===== src/hw/rtl/mexp_pkg.sv =====
// ----------------------------------------------------------------------------
// Modular exponentiation package
// Shared types and constants for the modular exponentiation block: the
// controller state encoding and the register map of the configuration port.
// ----------------------------------------------------------------------------
package mexp_pkg;

    localparam int APB_ADDR_WIDTH = 3;
    localparam int APB_DATA_WIDTH = 32;

    // Register index taken from the word address bit of paddr.
    localparam logic REG_MODULUS = 1'b0;

    localparam logic [31:0] MODULUS_RESET_VALUE = 32'd1000000007;

    localparam int CMD_WIDTH = 1;
    localparam logic CMD_POWER   = 1'b0;
    localparam logic CMD_INVERSE = 1'b1;

    typedef enum logic [5:0] {
        ST_IDLE   = 6'b000001,
        ST_REDUCE = 6'b000010,
        ST_SCAN   = 6'b000100,
        ST_MUL    = 6'b001000,
        ST_SQR    = 6'b010000,
        ST_FINISH = 6'b100000
    } state_t;

endpackage


===== src/hw/rtl/modular_exponentiation.sv =====
// ----------------------------------------------------------------------------
// Modular exponentiation
// A request is worked through with the bit-serial multiplier; a zero effective
// exponent or a zero modulus skips it. One request is processed at a time; the
// next is taken once the result is registered. Reset sets the modulus to
// 1000000007 and empties the block.
// ----------------------------------------------------------------------------
module modular_exponentiation #(
    parameter int DATA_WIDTH = 31,
    parameter int EXP_WIDTH  = 32
) (
    input  logic                                  clk,
    input  logic                                  rst_n,
    input  logic                                  psel,
    input  logic                                  penable,
    input  logic                                  pwrite,
    input  logic [mexp_pkg::APB_ADDR_WIDTH-1:0]   paddr,
    input  logic [mexp_pkg::APB_DATA_WIDTH-1:0]   pwdata,
    output logic [mexp_pkg::APB_DATA_WIDTH-1:0]   prdata,
    output logic                                  pready,
    input  logic                                  in_valid,
    output logic                                  in_stall,
    input  logic [mexp_pkg::CMD_WIDTH-1:0]        cmd,
    input  logic [DATA_WIDTH-1:0]                 base,
    input  logic [EXP_WIDTH-1:0]                  exponent,
    output logic                                  out_valid,
    input  logic                                  out_stall,
    output logic [DATA_WIDTH-1:0]                 result
);

    import mexp_pkg::*;

    localparam int XW = (EXP_WIDTH > DATA_WIDTH) ? EXP_WIDTH : DATA_WIDTH;
    localparam logic [DATA_WIDTH-1:0] MODULUS_RESET = DATA_WIDTH'(MODULUS_RESET_VALUE);

    state_t                state_reg, state_next;
    logic                  launch_reg, launch_next;
    logic                  out_valid_reg, out_valid_next;
    logic [DATA_WIDTH-1:0] modulus_reg, modulus_next;
    logic [XW-1:0]         e_reg, e_next;
    logic [DATA_WIDTH-1:0] pow_reg, pow_next;
    logic [DATA_WIDTH-1:0] acc_reg, acc_next;
    logic [DATA_WIDTH-1:0] result_reg, result_next;

    logic                  accept;
    logic                  cfg_write;
    logic [XW-1:0]         eff_exp;
    logic [DATA_WIDTH-1:0] mul_b;
    logic                  mul_done;
    logic [DATA_WIDTH-1:0] mul_product;

    assign pready    = 1'b1;
    assign cfg_write = psel && penable && pwrite && (paddr[2] == REG_MODULUS);
    assign prdata    = (paddr[2] == REG_MODULUS) ?
                       APB_DATA_WIDTH'(modulus_reg) : '0;

    assign in_stall  = (state_reg != ST_IDLE);
    assign accept    = in_valid && !in_stall;
    assign out_valid = out_valid_reg;
    assign result    = result_reg;

    always_comb
    begin
        if (cmd == CMD_INVERSE)
        begin
            if (modulus_reg < DATA_WIDTH'(3))
            begin
                eff_exp = '0;
            end
            else
            begin
                eff_exp = XW'(modulus_reg) - XW'(2);
            end
        end
        else
        begin
            eff_exp = XW'(exponent);
        end
    end

    always_comb
    begin
        unique case (state_reg)
            ST_REDUCE: mul_b = DATA_WIDTH'(1);
            ST_MUL:    mul_b = acc_reg;
            default:   mul_b = pow_reg;
        endcase
    end

    mexp_mulmod #(
        .DATA_WIDTH(DATA_WIDTH)
    ) u_mulmod (
        .clk     (clk),
        .rst_n   (rst_n),
        .start   (launch_reg),
        .a       (pow_reg),
        .b       (mul_b),
        .m       (modulus_reg),
        .done    (mul_done),
        .product (mul_product)
    );

    always_comb
    begin
        state_next     = state_reg;
        launch_next    = 1'b0;
        modulus_next   = cfg_write ? pwdata[DATA_WIDTH-1:0] : modulus_reg;
        e_next         = e_reg;
        pow_next       = pow_reg;
        acc_next       = acc_reg;
        result_next    = result_reg;
        out_valid_next = (out_valid_reg && !out_stall) ? 1'b0 : out_valid_reg;

        unique case (state_reg)
            ST_IDLE:
            begin
                if (accept)
                begin
                    e_next   = eff_exp;
                    pow_next = base;
                    if (eff_exp == '0)
                    begin
                        acc_next   = DATA_WIDTH'(1);
                        state_next = ST_FINISH;
                    end
                    else if (modulus_reg == '0)
                    begin
                        acc_next   = '0;
                        state_next = ST_FINISH;
                    end
                    else
                    begin
                        acc_next    = DATA_WIDTH'(1);
                        launch_next = 1'b1;
                        state_next  = ST_REDUCE;
                    end
                end
            end
            ST_REDUCE:
            begin
                if (mul_done)
                begin
                    pow_next   = mul_product;
                    state_next = ST_SCAN;
                end
            end
            ST_SCAN:
            begin
                if (e_reg == '0)
                begin
                    state_next = ST_FINISH;
                end
                else if (e_reg[0])
                begin
                    launch_next = 1'b1;
                    state_next  = ST_MUL;
                end
                else
                begin
                    launch_next = 1'b1;
                    state_next  = ST_SQR;
                end
            end
            ST_MUL:
            begin
                if (mul_done)
                begin
                    acc_next    = mul_product;
                    launch_next = 1'b1;
                    state_next  = ST_SQR;
                end
            end
            ST_SQR:
            begin
                if (mul_done)
                begin
                    pow_next   = mul_product;
                    e_next     = {1'b0, e_reg[XW-1:1]};
                    state_next = ST_SCAN;
                end
            end
            ST_FINISH:
            begin
                if (!out_valid_reg || !out_stall)
                begin
                    result_next    = acc_reg;
                    out_valid_next = 1'b1;
                    state_next     = ST_IDLE;
                end
            end
            default:
            begin
                state_next = ST_IDLE;
            end
        endcase
    end

    always_ff @(posedge clk or negedge rst_n)
    begin
        if (!rst_n)
        begin
            state_reg     <= ST_IDLE;
            launch_reg    <= 1'b0;
            out_valid_reg <= 1'b0;
            modulus_reg   <= MODULUS_RESET;
        end
        else
        begin
            state_reg     <= state_next;
            launch_reg    <= launch_next;
            out_valid_reg <= out_valid_next;
            modulus_reg   <= modulus_next;
        end
    end

    always_ff @(posedge clk)
    begin
        e_reg      <= e_next;
        pow_reg    <= pow_next;
        acc_reg    <= acc_next;
        result_reg <= result_next;
    end

endmodule


===== src/hw/rtl/mexp_mulmod.sv =====
// ----------------------------------------------------------------------------
// Bit-serial modular multiplier
// Interleaved shift-and-add multiplication: one bit of the first operand per
// cycle, most significant first, with the partial sum kept below the modulus.
// ----------------------------------------------------------------------------
module mexp_mulmod #(
    parameter int DATA_WIDTH = 31
) (
    input  logic                  clk,
    input  logic                  rst_n,
    input  logic                  start,
    input  logic [DATA_WIDTH-1:0] a,
    input  logic [DATA_WIDTH-1:0] b,
    input  logic [DATA_WIDTH-1:0] m,
    output logic                  done,
    output logic [DATA_WIDTH-1:0] product
);

    localparam int CW = $clog2(DATA_WIDTH + 1);
    localparam int TW = DATA_WIDTH + 2;

    logic                  busy_reg, busy_next;
    logic                  done_reg, done_next;
    logic [CW-1:0]         cnt_reg, cnt_next;
    logic [DATA_WIDTH-1:0] a_reg, a_next;
    logic [DATA_WIDTH-1:0] b_reg, b_next;
    logic [DATA_WIDTH-1:0] r_reg, r_next;

    logic [TW-1:0] t;
    logic [TW:0]   d1;
    logic [TW:0]   d2;
    logic [TW-1:0] sel;

    // The partial sum stays below 3m, so at most two subtractions are needed.
    always_comb
    begin
        t   = {1'b0, r_reg, 1'b0} + (a_reg[DATA_WIDTH-1] ? {2'b00, b_reg} : {TW{1'b0}});
        d1  = {1'b0, t} - {3'b000, m};
        d2  = {1'b0, t} - {2'b00, m, 1'b0};
        if (!d2[TW])
        begin
            sel = d2[TW-1:0];
        end
        else if (!d1[TW])
        begin
            sel = d1[TW-1:0];
        end
        else
        begin
            sel = t;
        end
    end

    always_comb
    begin
        busy_next = busy_reg;
        done_next = 1'b0;
        cnt_next  = cnt_reg;
        a_next    = a_reg;
        b_next    = b_reg;
        r_next    = r_reg;
        if (start)
        begin
            busy_next = 1'b1;
            cnt_next  = CW'(DATA_WIDTH);
            a_next    = a;
            b_next    = b;
            r_next    = '0;
        end
        else if (busy_reg)
        begin
            r_next   = sel[DATA_WIDTH-1:0];
            a_next   = {a_reg[DATA_WIDTH-2:0], 1'b0};
            cnt_next = cnt_reg - CW'(1);
            if (cnt_reg == CW'(1))
            begin
                busy_next = 1'b0;
                done_next = 1'b1;
            end
        end
    end

    always_ff @(posedge clk or negedge rst_n)
    begin
        if (!rst_n)
        begin
            busy_reg <= 1'b0;
            done_reg <= 1'b0;
            cnt_reg  <= '0;
        end
        else
        begin
            busy_reg <= busy_next;
            done_reg <= done_next;
            cnt_reg  <= cnt_next;
        end
    end

    always_ff @(posedge clk)
    begin
        a_reg <= a_next;
        b_reg <= b_next;
        r_reg <= r_next;
    end

    assign done    = done_reg;
    assign product = r_reg;

endmodule


===== config.mk =====
export PLATFORM = sky130hd
export DESIGN_NAME = modular_exponentiation
export DESIGN_NICKNAME = d
export VERILOG_FILES = /design/src/hw/rtl/mexp_pkg.sv /design/src/hw/rtl/modular_exponentiation.sv /design/src/hw/rtl/mexp_mulmod.sv
export SDC_FILE = /design/constraint.sdc
export NUM_CORES = 1
export LEC_CHECK = 0
export BUFFER_PORTS_ARGS = -buffer_cell sky130_fd_sc_hd__buf_4
export CORE_ASPECT_RATIO = 1.2
export CORE_MARGIN = 5
export CORE_UTILIZATION = 40
export CTS_CLUSTER_DIAMETER = 80
export CTS_CLUSTER_SIZE = 12
export DETAILED_ROUTE_END_ITERATION = 10
export GPL_ROUTABILITY_DRIVEN = 0
export GPL_TIMING_DRIVEN = 0
export PLACE_DENSITY = 0.69
export SLEW_MARGIN = 20
export SYNTH_ARGS = -nofsm -noshare
export SYNTH_HDL_FRONTEND = slang
export SYNTH_HIERARCHICAL = 1
export SYNTH_SLANG_ARGS = --single-unit

===== constraint.sdc =====
create_clock -name clk -period 7.1 [get_ports clk]
set_clock_uncertainty 0.2 [all_clocks]
set_input_delay 1.065 -clock clk [delete_from_list [all_inputs] [get_ports clk]]
set_output_delay 1.065 -clock clk [all_outputs]
set_load 0.05 [all_outputs]

* Word-level counts from Yosys, hierarchy flattened
Cells that the tools add are included.
** Operators by class
- Add/subtract/negate cells :: 5
- $lt $le $gt $ge :: 1
- Equal/unequal tests :: 13
- Multiplexer cells :: 45
- Bitwise operators :: 1
- Reductions and logical operators :: 22
** Operators with widths (count)
- $mux 31 :: 9
- $pmux 31 s2 :: 3
- $mux 32 :: 4
- $logic_not 32->1 :: 2
- $pmux 32 s2 :: 1
- $mux 6 :: 7
- $sub 33x31->34 :: 1
- $sub 33x32->34 :: 1
- $add 32x31->33 :: 1
- $sub 31x2->32 const B :: 1
- $logic_not 31->1 :: 1
- $lt 31x2->1 const B :: 1
- $pmux 6 s5 :: 1
- $mux 1 :: 16
- $mux 5 :: 3
- $reduce_and 3->1 :: 3
- $reduce_bool 2->1 :: 4
- $eq 6x1->1 const B :: 1
- $eq 6x2->1 const B :: 1
- $eq 6x3->1 const B :: 1
- $eq 6x4->1 const B :: 1
- $eq 6x5->1 const B :: 1
- $eq 6x6->1 const B :: 1
- $ne 2x1->1 const B :: 3
- other kinds (12) :: 19
** Word-level totals
- Bits in registers :: 264
- Output and inout port bits :: 66
- Word-level logic and storage cells :: 101

* Longest topological paths before layout
Gate-level depths: netlist (run 1).
- Word-level depth :: 7
- Depth in mapped cells :: 24

* Modules after synthesis
The synthesis (run 1) kept the hierarchy.
** Modules (own cells, without submodules)
- mexp_mulmod :: times used 1, cells each 1051, area an instance 9386.5 µm², seq. area each 2657.5 µm²
- modular_exponentiation :: times used 1, cells each 691, area an instance 8175.3 µm², seq. area each 4750.8 µm²

* Least setup slack after synthesis (run 1)
No wires, ideal clock.
- Path type :: register to register
- Start point :: register u_mulmod.a_reg[30]
- End point :: register u_mulmod.r_reg[16], in the netlist u_mulmod/product[16]
- Arrival time :: 4882 ps
- Setup slack :: 1896 ps
- Stages on the path, launching flop included :: 24
- Clock period less this slack :: 5204 ps
- Cell sequence :: edfxtp_1 clkbuf_1 and2_1 ha_1 inv_1 fa_1 nor2b_1 o31ai_2 a21oi_1 a221oi_1 a21oi_1 a21oi_1 xnor2_1 ha_1 clkbuf_1 nand2_1 a31oi_1 a211oi_1 a21boi_0 o21a_1 a2111oi_2 mux2_4 nor2_2 a221o_1
** On the way
- Cells in the longest elaborated chain, start to end :: 5
** RTL lines
- start, declared :: line mexp_mulmod.sv:25 : logic [DATA_WIDTH-1:0] a_reg, a_next;
- start signal, assigned :: line mexp_mulmod.sv:101 : a_reg <= a_next;
- $mux 31 (*) :: line mexp_mulmod.sv:37 : t = {1'b0, r_reg, 1'b0} + (a_reg[DATA_WIDTH-1] ? {2'b00, b_reg} : {TW{1'b0}});
- $add 32x31->33 (*) :: line mexp_mulmod.sv:37
- $sub 33x31->34 :: line mexp_mulmod.sv:38 : d1 = {1'b0, t} - {3'b000, m};
- $mux 31 :: line mexp_mulmod.sv:44 : else if (!d1[TW])
- $mux 31 (*) :: line mexp_mulmod.sv:40 : if (!d2[TW])
- end signal, assigned :: line mexp_mulmod.sv:103 : r_reg <= r_next;
- end, declared :: line mexp_mulmod.sv:27 : logic [DATA_WIDTH-1:0] r_reg, r_next;
Every way passes the cells marked *; elsewhere a longest branch is shown, timed or not.
A chain may end at the register's enable or synchronous reset.

* Worst setup path in the final report (run 1)
- Start point :: register u_mulmod.a_reg[30]
- End point :: register u_mulmod.r_reg[7], in the netlist u_mulmod/product[7]
Same word-level chain as after synthesis.

==> impl_results.md, run 1 <==
- Max H-tree Level: 1
- Die area: 0.0482 sq mm
- Gr usage total: 21.9%
- DR DRC count: 0
- # diodes: 0
- Pre-antenna DRT Iters: 6
- Hold depth: 0
- Syn Nets: 1947
- Crit path launch: u_mulmod/a_reg[30]$_DFFE_PP_
- CTS Buf Count: 26
- Maximum clock rate: 147 MHz
- Synth cell types: 95
- Max reg flops: 32
- Final net count: 2150
- Die Span Y: 240 um
- Die width: 201 um
- Worst-margin pin slew: 0.970 ns
- Ys async rst share: 17.4%
- Final Cell Area: 0.0204 sq mm
- Worst-path clk slew: 0.07 ns
- Post-DP HPWL: 43200 um
- Worst reg2reg endpoint: u_mulmod/product[7]$_SDFFE_PP0P_
- Hold_buf cts: 0
- Share of the synthesized area in the top cell type: 32.0%
- Post-synth EDFFs: 187
- Fillers: 4062
- Max Root-Sink Buffers: 3
- Clock Latency Late Sink: 0.55 ns
- DR vias: 15117
- Worst relative slew slack: 35.1%
- Syn avg cell area: 10.1 sq um
- Final Max Tran Viols: 0
- Final period util: 96.0%
- WP data arrival: 7.10 ns
- WL/cell: 21.9 um
- TritonCTS clock tree: built
- DR iter-0 viols: 1555
- Initial antenna violation count: 0
- Vias in the first global route: 14660
- Final setup viols: 0
- RSZ-0062 raised after global routing: false
- ANT nets after route: 0
- Sink Count: 264
- Top_reg_cell synth: edfxtp_1
- Endpoints failing hold: 0
- Row count: 84
- Max-cap violations: 0
- I/O pins: 172
- Status: finished clean
- Dominant cell type by area after synthesis: edfxtp_1
- Worst Setup EP: u_mulmod/product[7]$_SDFFE_PP0P_
- Seq/Total Area, Yosys: 42.2%
- Synth Instances: 1742
- CP Class: reg -> reg
- Type of destination of the critical path: flip-flop
- Largest net degree at the start of global routing: 47
- Reg2Reg Depth: 22
- Core area: 0.0436 sq mm
- Synth area leaders: edfxtp_1, ha_1, mux2_2
- Clock root cell: clkbuf_16
- Hold Path Class: reg -> reg
- Area occupied by registers: 0.00741 sq mm
- DR vias/cell: 5.99
- Synth Register Bits: 264
- Setup TNS: 0 ns
- Total congestion overflow: 0
- Final worst path period need: 6.81 ns
- Port Buffer Count: 166
- Dpl cell area: 0.0196 sq mm
- R2r setup slk: 0.29 ns
- Worst Path Max Fanout: 10
- Cell area after synthesis: 0.0176 sq mm
- Total wire length: 55300 um
- Worst path required time: 7.39 ns
- Reg-to-reg startpoint: u_mulmod/a_reg[30]$_DFFE_PP_
- Area Growth Syn to Fin: 16.4%
- Footprint of the multi-input gates: 0.00959 sq mm
- Initial Util: 40.3%
- First-pass GRT wire length: 84400 um
- Fraction of layout cells with a size suffix above 1: 19.1%
- Critical path startpoint category: flip-flop
- Ys Warns: 6
[layer usage]
metal	GRT usage, %	routed length (um)
met5	0	0
met3	2.69	3910
met2	38.7	27100
met4	6.24	1680
met1	28.4	22700
[cell usage in the layout (no fill, tap or decap), drive strengths merged, types with 9 or more instances in the layout]
| cell type | instances |
|---|---|
| or4 | 10 |
| a22oi | 10 |
| and3 | 21 |
| edfxtp | 187 |
| a211oi | 21 |
| dfrtp | 29 |
| buf | 199 |
| nor2 | 109 |
| a31oi | 18 |
| nand2 | 111 |
| nand3b | 9 |
| mux2 | 93 |
| nor2b | 38 |
| dfstp | 17 |
| nor4 | 36 |
| xnor2 | 61 |
| o21bai | 13 |
| and2 | 68 |
| ha | 96 |
| a21o | 35 |
| dfxtp | 31 |
| nand2b | 12 |
| a21oi | 112 |
| or2 | 10 |
| a221o | 10 |
| nor3 | 47 |
| a32oi | 12 |
| o21ai | 73 |
| o211ai | 25 |
| o21a | 15 |
| nand4 | 35 |
| clkbuf | 107 |
| nand3 | 33 |
| xor2 | 34 |
| inv | 71 |
| a22o | 41 |
[cell type report]
cell class,instances,share of cell area (%)
clock buffer,47,3.69
inverter,70,1.29
sequential,264,36.2
buffer,84,1.77
tap,559,3.42
multi-input combinational,1324,46.9
clock inverter,1,0.0551
timing repair buffer,175,6.62
[through the flow]
step | utilization, % | instances | hold WS [ns] | worst slack, ns
final | 46.9 | 2524 | 0.254 | 0.286
after global routing | 46.9 | 2524 | 0.266 | 0.0168
after CTS | 46.8 | 2522 | 0.254 | 0.237
after detailed placement | 45.0 | 2474 | 0.239 | 0.274
after global placement | 44.7 | 2467 | 0.237 | 0.329
after floorplan | - | 1742 | 0.226 | 1.90
[logic make-up after synthesis]
| kind of cell | Yosys count | synth area share (%) |
|---|---|---|
| xor gates and xnor gates | 95 | 4.74 |
| adders and majority gates | 99 | 7.18 |
| AOI/OAI and AO/OA | 465 | 18.8 |
| other | 2 | 0.0428 |
| buffers and inverters | 154 | 3.53 |
| muxes | 97 | 6.28 |
| and+or+nand+nor | 566 | 17.2 |
| DFF | 264 | 42.2 |
[timing repair]
item                       in CTS  in global routing
hold endpoints to repair        0                  0
setup endpoints to repair       0                 31
resized for setup               0                 11
setup buffers                   0                  2
[critical path, stage by stage, from the launching register on]
cell	delay [ns]
edfxtp_1	0.51
clkbuf_1	0.29
and2_1	0.23
ha_1	0.24
inv_1	0.07
fa_1	0.40
nor2b_1	0.19
o31ai_2	0.10
a211oi_1	0.41
o211ai_1	0.23
a21oi_1	0.33
nand4b_1	0.17
nand3_1	0.23
ha_1	0.35
clkbuf_1	0.19
and4_1	0.27
a221oi_1	0.47
o21ai_1	0.17
o2111ai_1	0.31
o31a_1	0.38
nand3_1	0.27
nor3_4	0.49
a221o_1	0.22
[how the worst min path moves through the flow]
stage	slack (ns)	end	start
2_1_floorplan	0.23	result[0]$_DFFE_PP_	acc_reg[0]$_DFFE_PP_
4_1_cts	0.25	result[9]$_DFFE_PP_	acc_reg[9]$_SDFFCE_PN0P_
5_1_grt	0.27	result[5]$_DFFE_PP_	acc_reg[5]$_SDFFCE_PN0P_
3_3_place_gp	0.24	result[5]$_DFFE_PP_	acc_reg[5]$_SDFFCE_PN0P_
3_5_place_dp	0.24	result[9]$_DFFE_PP_	acc_reg[9]$_SDFFCE_PN0P_
6_report	0.25	result[5]$_DFFE_PP_	acc_reg[5]$_SDFFCE_PN0P_
[synth_stat cells (all sizes together), types with 31 or more instances]
library cell and n:
xnor2 61, and2 68, clkbuf 60, mux2 93, a21oi 112, nor4 36, nand3 33, o21ai 73
nand4 35, a21o 35, nor2b 38, a22o 41, edfxtp 187, nor3 47, nand2 111, dfxtp 31
ha 96, xor2 34, nor2 109, inv 70
Power of run 1 is left out: the tool's default activity adds up to more than one toggle a clock period on the data nets, which glitch-free logic cannot reach.
==> run 2, diff against run 1 <==
Settings changed: CORE_MARGIN 5 to not set.
==> impl_results.md, run 2 (synthesized netlist as in run 1, its figures left out) <==
- WP data arrival: 6.99 ns
- DR iter-0 viols: 1546
- Core area: 0.0430 sq mm
- WL/cell: 21.6 um
- Hold Path Class: reg -> reg
- Clock Latency Late Sink: 0.56 ns
- Reg-to-reg startpoint: u_mulmod/a_reg[30]$_DFFE_PP_
- Sink Count: 264
- Setup WS post-layout: 0.388 ns
- Maximum clock rate: 149 MHz
- Max-cap violations: 0
- Met2 Track Usage GR: 42.4%
- Worst path required time: 7.38 ns
- Final Cell Area: 0.0205 sq mm
- Initial antenna violation count: 0
- RSZ-0062 raised after global routing: false
- Status: complete, but fails checks
- Die Span Y: 232 um
- Max reg flops: 32
- Commonest non-fill, non-tap cell in the layout: edfxtp_1
- Worst Setup EP: u_mulmod/product[10]$_SDFFE_PP0P_
- Vias in the first global route: 14590
- ANT nets after route: 0
- R2r setup slk: 0.39 ns
- Dpl cell area: 0.0196 sq mm
- Max Root-Sink Buffers: 3
- Clock root cell: clkbuf_16
- DR DRC count: 4
- Final setup viols: 0
- # diodes: 0
- Total congestion overflow: 0
- Die width: 193 um
- DR vias/cell: 6.01
- Worst reg2reg endpoint: u_mulmod/product[10]$_SDFFE_PP0P_
- Routing usage on met3: 2.92%
- Gr usage total: 23.6%
- DR vias: 15145
- Area Growth Syn to Fin: 16.5%
- Total wire length: 54500 um
- Type of destination of the critical path: flip-flop
- Worst-margin pin slew: 1.05 ns
- Reg2Reg Depth: 23
- Worst relative slew slack: 29.7%
- Endpoints failing hold: 0
- Initial Util: 40.8%
- Failing checks: DRC
- Setup TNS: 0 ns
- CP Class: reg -> reg
- Most frequent cells in the layout: edfxtp_1, buf_4, nand2_1, a21oi_1, nor2_1
- Fraction of layout cells with a size suffix above 1: 19.2%
- Port Buffer Count: 166
- Row count: 83
- Placement Setup Slack: 0.278 ns
- First-pass GRT wire length: 82600 um
- Hold WS: 0.246 ns
- Post-DP HPWL: 42100 um
- Crit path launch: u_mulmod/a_reg[30]$_DFFE_PP_
- Largest net degree at the start of global routing: 47
- Pre-antenna DRT Iters: 11
- Final worst path period need: 6.71 ns
- I/O pins: 172
- Critical path startpoint category: flip-flop
- TritonCTS clock tree: built
- Final period util: 94.5%
- Die area: 0.0447 sq mm
- Grt met1 use: 29.6%
- CTS Buf Count: 27
- Max H-tree Level: 1
- Final Max Tran Viols: 0
- Worst Path Max Fanout: 10
- GRT busiest layer: met2
- Worst-path clk slew: 0.07 ns
- Final net count: 2151
run 2: cell count changes in the layout (fill, tap and decap cells not counted), sizes merged:
cell / previous run / this run
inv: 71 / 72
run 2: per-stage QoR:
step                      cells  util (%)
after CTS                  2516      47.5
after floorplan            1742         -
final                      2518      47.6
after global placement     2460      45.4
after global routing       2518      47.6
after detailed placement   2467      45.6
run 2: repair_timing:
item	4_1_cts	5_1_grt
setup endpoints to repair	0	31
setup buffers	0	2
hold endpoints to repair	0	0
gates resized for setup	0	11
hold buffers	0	0
run 2: cell type report:
class                           count  area [sq um]
Multi-Input combinational cell   1324          9580
Inverter                           70           263
Fill cell                        4039         22500
Clock inverter                      2          22.5
Timing Repair Buffer              175          1360
Sequential cell                   264          7410
Clock buffer                       47           764
Tap cell                          552           691
Buffer                             84           362
run 2: layer usage:
metal	wire (um)	vias to the layer above
li1	-	7007
met1	22800	7366
met2	26800	664
met3	3440	108
met4	1480	0
met5	0	-
run 2: critical path: stages (launching register included):
cell and delay, ns:
edfxtp_1 0.50, clkbuf_1 0.29, and2_1 0.23, ha_1 0.22, inv_1 0.07, fa_1 0.40
nor2b_1 0.19, o31ai_2 0.11, a211oi_1 0.40, o211ai_1 0.22, a21oi_1 0.34, nand4b_1 0.16
nand3_1 0.23, ha_1 0.36, clkbuf_1 0.19, and4_1 0.27, a221oi_1 0.44, o21ai_1 0.17
o2111ai_1 0.31, o31a_1 0.37, nand2_2 0.14, clkbuf_1 0.27, a311o_1 0.40, a21oi_1 0.15
run 2: how the worst min path moves through the flow:
| stage | cells after the start | endpoint | slack, ns | start |
|---|---|---|---|---|
| floorplan | 0 | result[0]$_DFFE_PP_ | 0.23 | acc_reg[0]$_DFFE_PP_ |
| global placement | 0 | result[5]$_DFFE_PP_ | 0.24 | acc_reg[5]$_SDFFCE_PN0P_ |
| detailed placement | 0 | result[7]$_DFFE_PP_ | 0.24 | acc_reg[7]$_SDFFCE_PN0P_ |
| CTS | 0 | result[14]$_DFFE_PP_ | 0.25 | acc_reg[14]$_SDFFCE_PN0P_ |
| global route | 0 | result[7]$_DFFE_PP_ | 0.26 | acc_reg[7]$_SDFFCE_PN0P_ |
| finish | 0 | result[14]$_DFFE_PP_ | 0.25 | acc_reg[14]$_SDFFCE_PN0P_ |
Power of run 2 is left out for the same reason.
==> run 3, diff against run 2 <==
Settings changed: CORE_UTILIZATION 40 to 55, PLACE_DENSITY 0.69 to 0.86, SLEW_MARGIN 20 to not set.
==> impl_results.md, run 3 (synthesized netlist as in run 1, its figures left out) <==
- Final period util: 97.8%
- Final Max Tran Viols: 0
- Critical path startpoint category: flip-flop
- Hold_buf cts: 0
- Clock root cell: clkbuf_16
- Gr usage total: 31.4%
- Max-cap violations: 0
- Row count: 71
- Critical Path, Cell by Cell: clkbuf_1 -> nand2_1 -> inv_1 -> ha_1 -> a211oi_1 -> o211ai_1 -> a31oi_1 -> o21bai_1 -> a31oi_1 -> xnor2_1 -> ha_1 -> clkbuf_1 -> a21o_1 -> a21o_1 -> a221oi_1 -> o21ai_1 -> o2111ai_1 -> o31a_1 -> a21oi_1 -> clkbuf_1 -> a22o_1 -> a221o_1
- Placed insts: 2313
- Slowest Stage Delay on Critical Path: 0.53 ns
- Maximum clock rate: 144 MHz
- TritonCTS clock tree: built
- DR DRC count: 0
- Endpoints failing hold: 0
- Initial antenna violation count: 0
- Worst path required time: 7.34 ns
- Footprint of the multi-input gates: 0.00957 sq mm
- Post-DP HPWL: 39700 um
- Worst Path Max Fanout: 10
- Fraction of layout cells with a size suffix above 1: 18.5%
- Worst relative slew slack: 5.97%
- Status: finished clean
- DR vias: 15777
- Post-route insts no fill: 2359
- Sink Count: 264
- # diodes: 0
- Setup TNS: 0 ns
- Die Span Y: 198 um
- CP Class: reg -> reg
- Max reg flops: 32
- Max stage delay cell, worst path: a221oi_1
- ANT nets after route: 0
- Hold Path Class: reg -> reg
- Commonest non-fill, non-tap cell in the layout: edfxtp_1
- Die width: 165 um
- Core area: 0.0314 sq mm
- WL/cell: 22.1 um
- Final net count: 2144
- Vias in the first global route: 14842
- Crit path max-delay family: compound AO/OA/AOI/OAI gates
- Port Buffer Count: 166
- Final setup viols: 0
- Final worst path period need: 6.95 ns
- RSZ-0062 raised after global routing: false
- Worst-margin pin slew: 1.41 ns
- Fillers: 2466
- Total wire length: 52200 um
- Clock Latency Late Sink: 0.56 ns
- Most used cell along the critical path: clkbuf_1
- Area occupied by registers: 0.00741 sq mm
- Max H-tree Level: 1
- CTS Buf Count: 25
- CP bufs+invs: 4
- Type of destination of the critical path: flip-flop
- I/O pins: 172
- Initial Util: 56.0%
- DR iter-0 viols: 1849
- Max Root-Sink Buffers: 3
- WP data arrival: 7.19 ns
- First-pass GRT wire length: 79100 um
- Total congestion overflow: 0
- Most frequent cells in the layout: edfxtp_1, buf_4, nand2_1, a21oi_1, nor2_1
- Worst-path clk slew: 0.06 ns
- DR vias/cell: 6.69
- Die area: 0.0327 sq mm
- Largest net degree at the start of global routing: 47
- Area Growth Syn to Fin: 14.5%
- Pre-antenna DRT Iters: 7
==> run 3: final cells by class <==
type	instances	area share, %
timing repair buffer	170	6.48
inverter	70	1.31
buffer	84	1.78
multi-input combinational	1324	47.6
tap	401	2.49
clock inverter	1	0.0435
sequential	264	36.8
clock buffer	45	3.48
==> run 3: worst paths after layout <==
| path | start | cells past startpoint | slack (ns) | to |
|---|---|---|---|---|
| worst max-delay path | u_mulmod/a_reg[30]$_DFFE_PP_ | 22 | 0.15 | u_mulmod/product[7]$_SDFFE_PP0P_ |
| worst min-delay path | acc_reg[28]$_SDFFCE_PN0P_ | 0 | 0.25 | result[28]$_DFFE_PP_ |
| worst max register to register | u_mulmod/a_reg[30]$_DFFE_PP_ | 22 | 0.15 | u_mulmod/product[7]$_SDFFE_PP0P_ |
| worst min register to register | acc_reg[28]$_SDFFCE_PN0P_ | 0 | 0.25 | result[28]$_DFFE_PP_ |
| max in group asynchronous | rst_n | 1 | 5.90 | modulus_reg[22]$_DFFE_PN0P_ |
| min in group asynchronous | rst_n | 1 | 0.32 | out_valid$_DFF_PN0_ |
==> run 3: timing repair <==
action / in CTS / in global routing
endpoints found under the setup margin: 0 / 27
gates resized for setup: 0 / 4
setup buffers: 0 / 0
==> run 3: metal layers <==
metal | GRT usage, % | part of all wire, % | up-vias
met2 | 52.5 | 47 | 1142
met5 | 0 | 0 | -
met3 | 4.13 | 9.9 | 239
met1 | 39.7 | 37 | 7400
li1 | - | - | 6996
met4 | 15.5 | 5.4 | 0
==> run 3: per-stage QoR <==
stage,hold slack [ns],util [%],instance area (sq um),setup WS [ns]
finish,0.247,64.1,20100,0.154
global route,0.266,64.1,20100,0.00511
CTS,0.250,64.1,20100,0.410
detailed placement,0.237,61.9,19400,0.465
global placement,0.235,61.6,19300,0.636
floorplan,0.226,-,17600,1.90
==> run 3: worst reg2reg max path: stages (launching register included) <==
cell	delay (ns)
edfxtp_1	0.42
clkbuf_1	0.44
nand2_1	0.21
inv_1	0.11
ha_1	0.26
a211oi_1	0.45
o211ai_1	0.26
a31oi_1	0.34
o21bai_1	0.19
a31oi_1	0.29
xnor2_1	0.30
ha_1	0.33
clkbuf_1	0.21
a21o_1	0.22
a21o_1	0.17
a221oi_1	0.53
o21ai_1	0.18
o2111ai_1	0.32
o31a_1	0.37
a21oi_1	0.17
clkbuf_1	0.33
a22o_1	0.29
a221o_1	0.27
Power of run 3 is left out for the same reason.
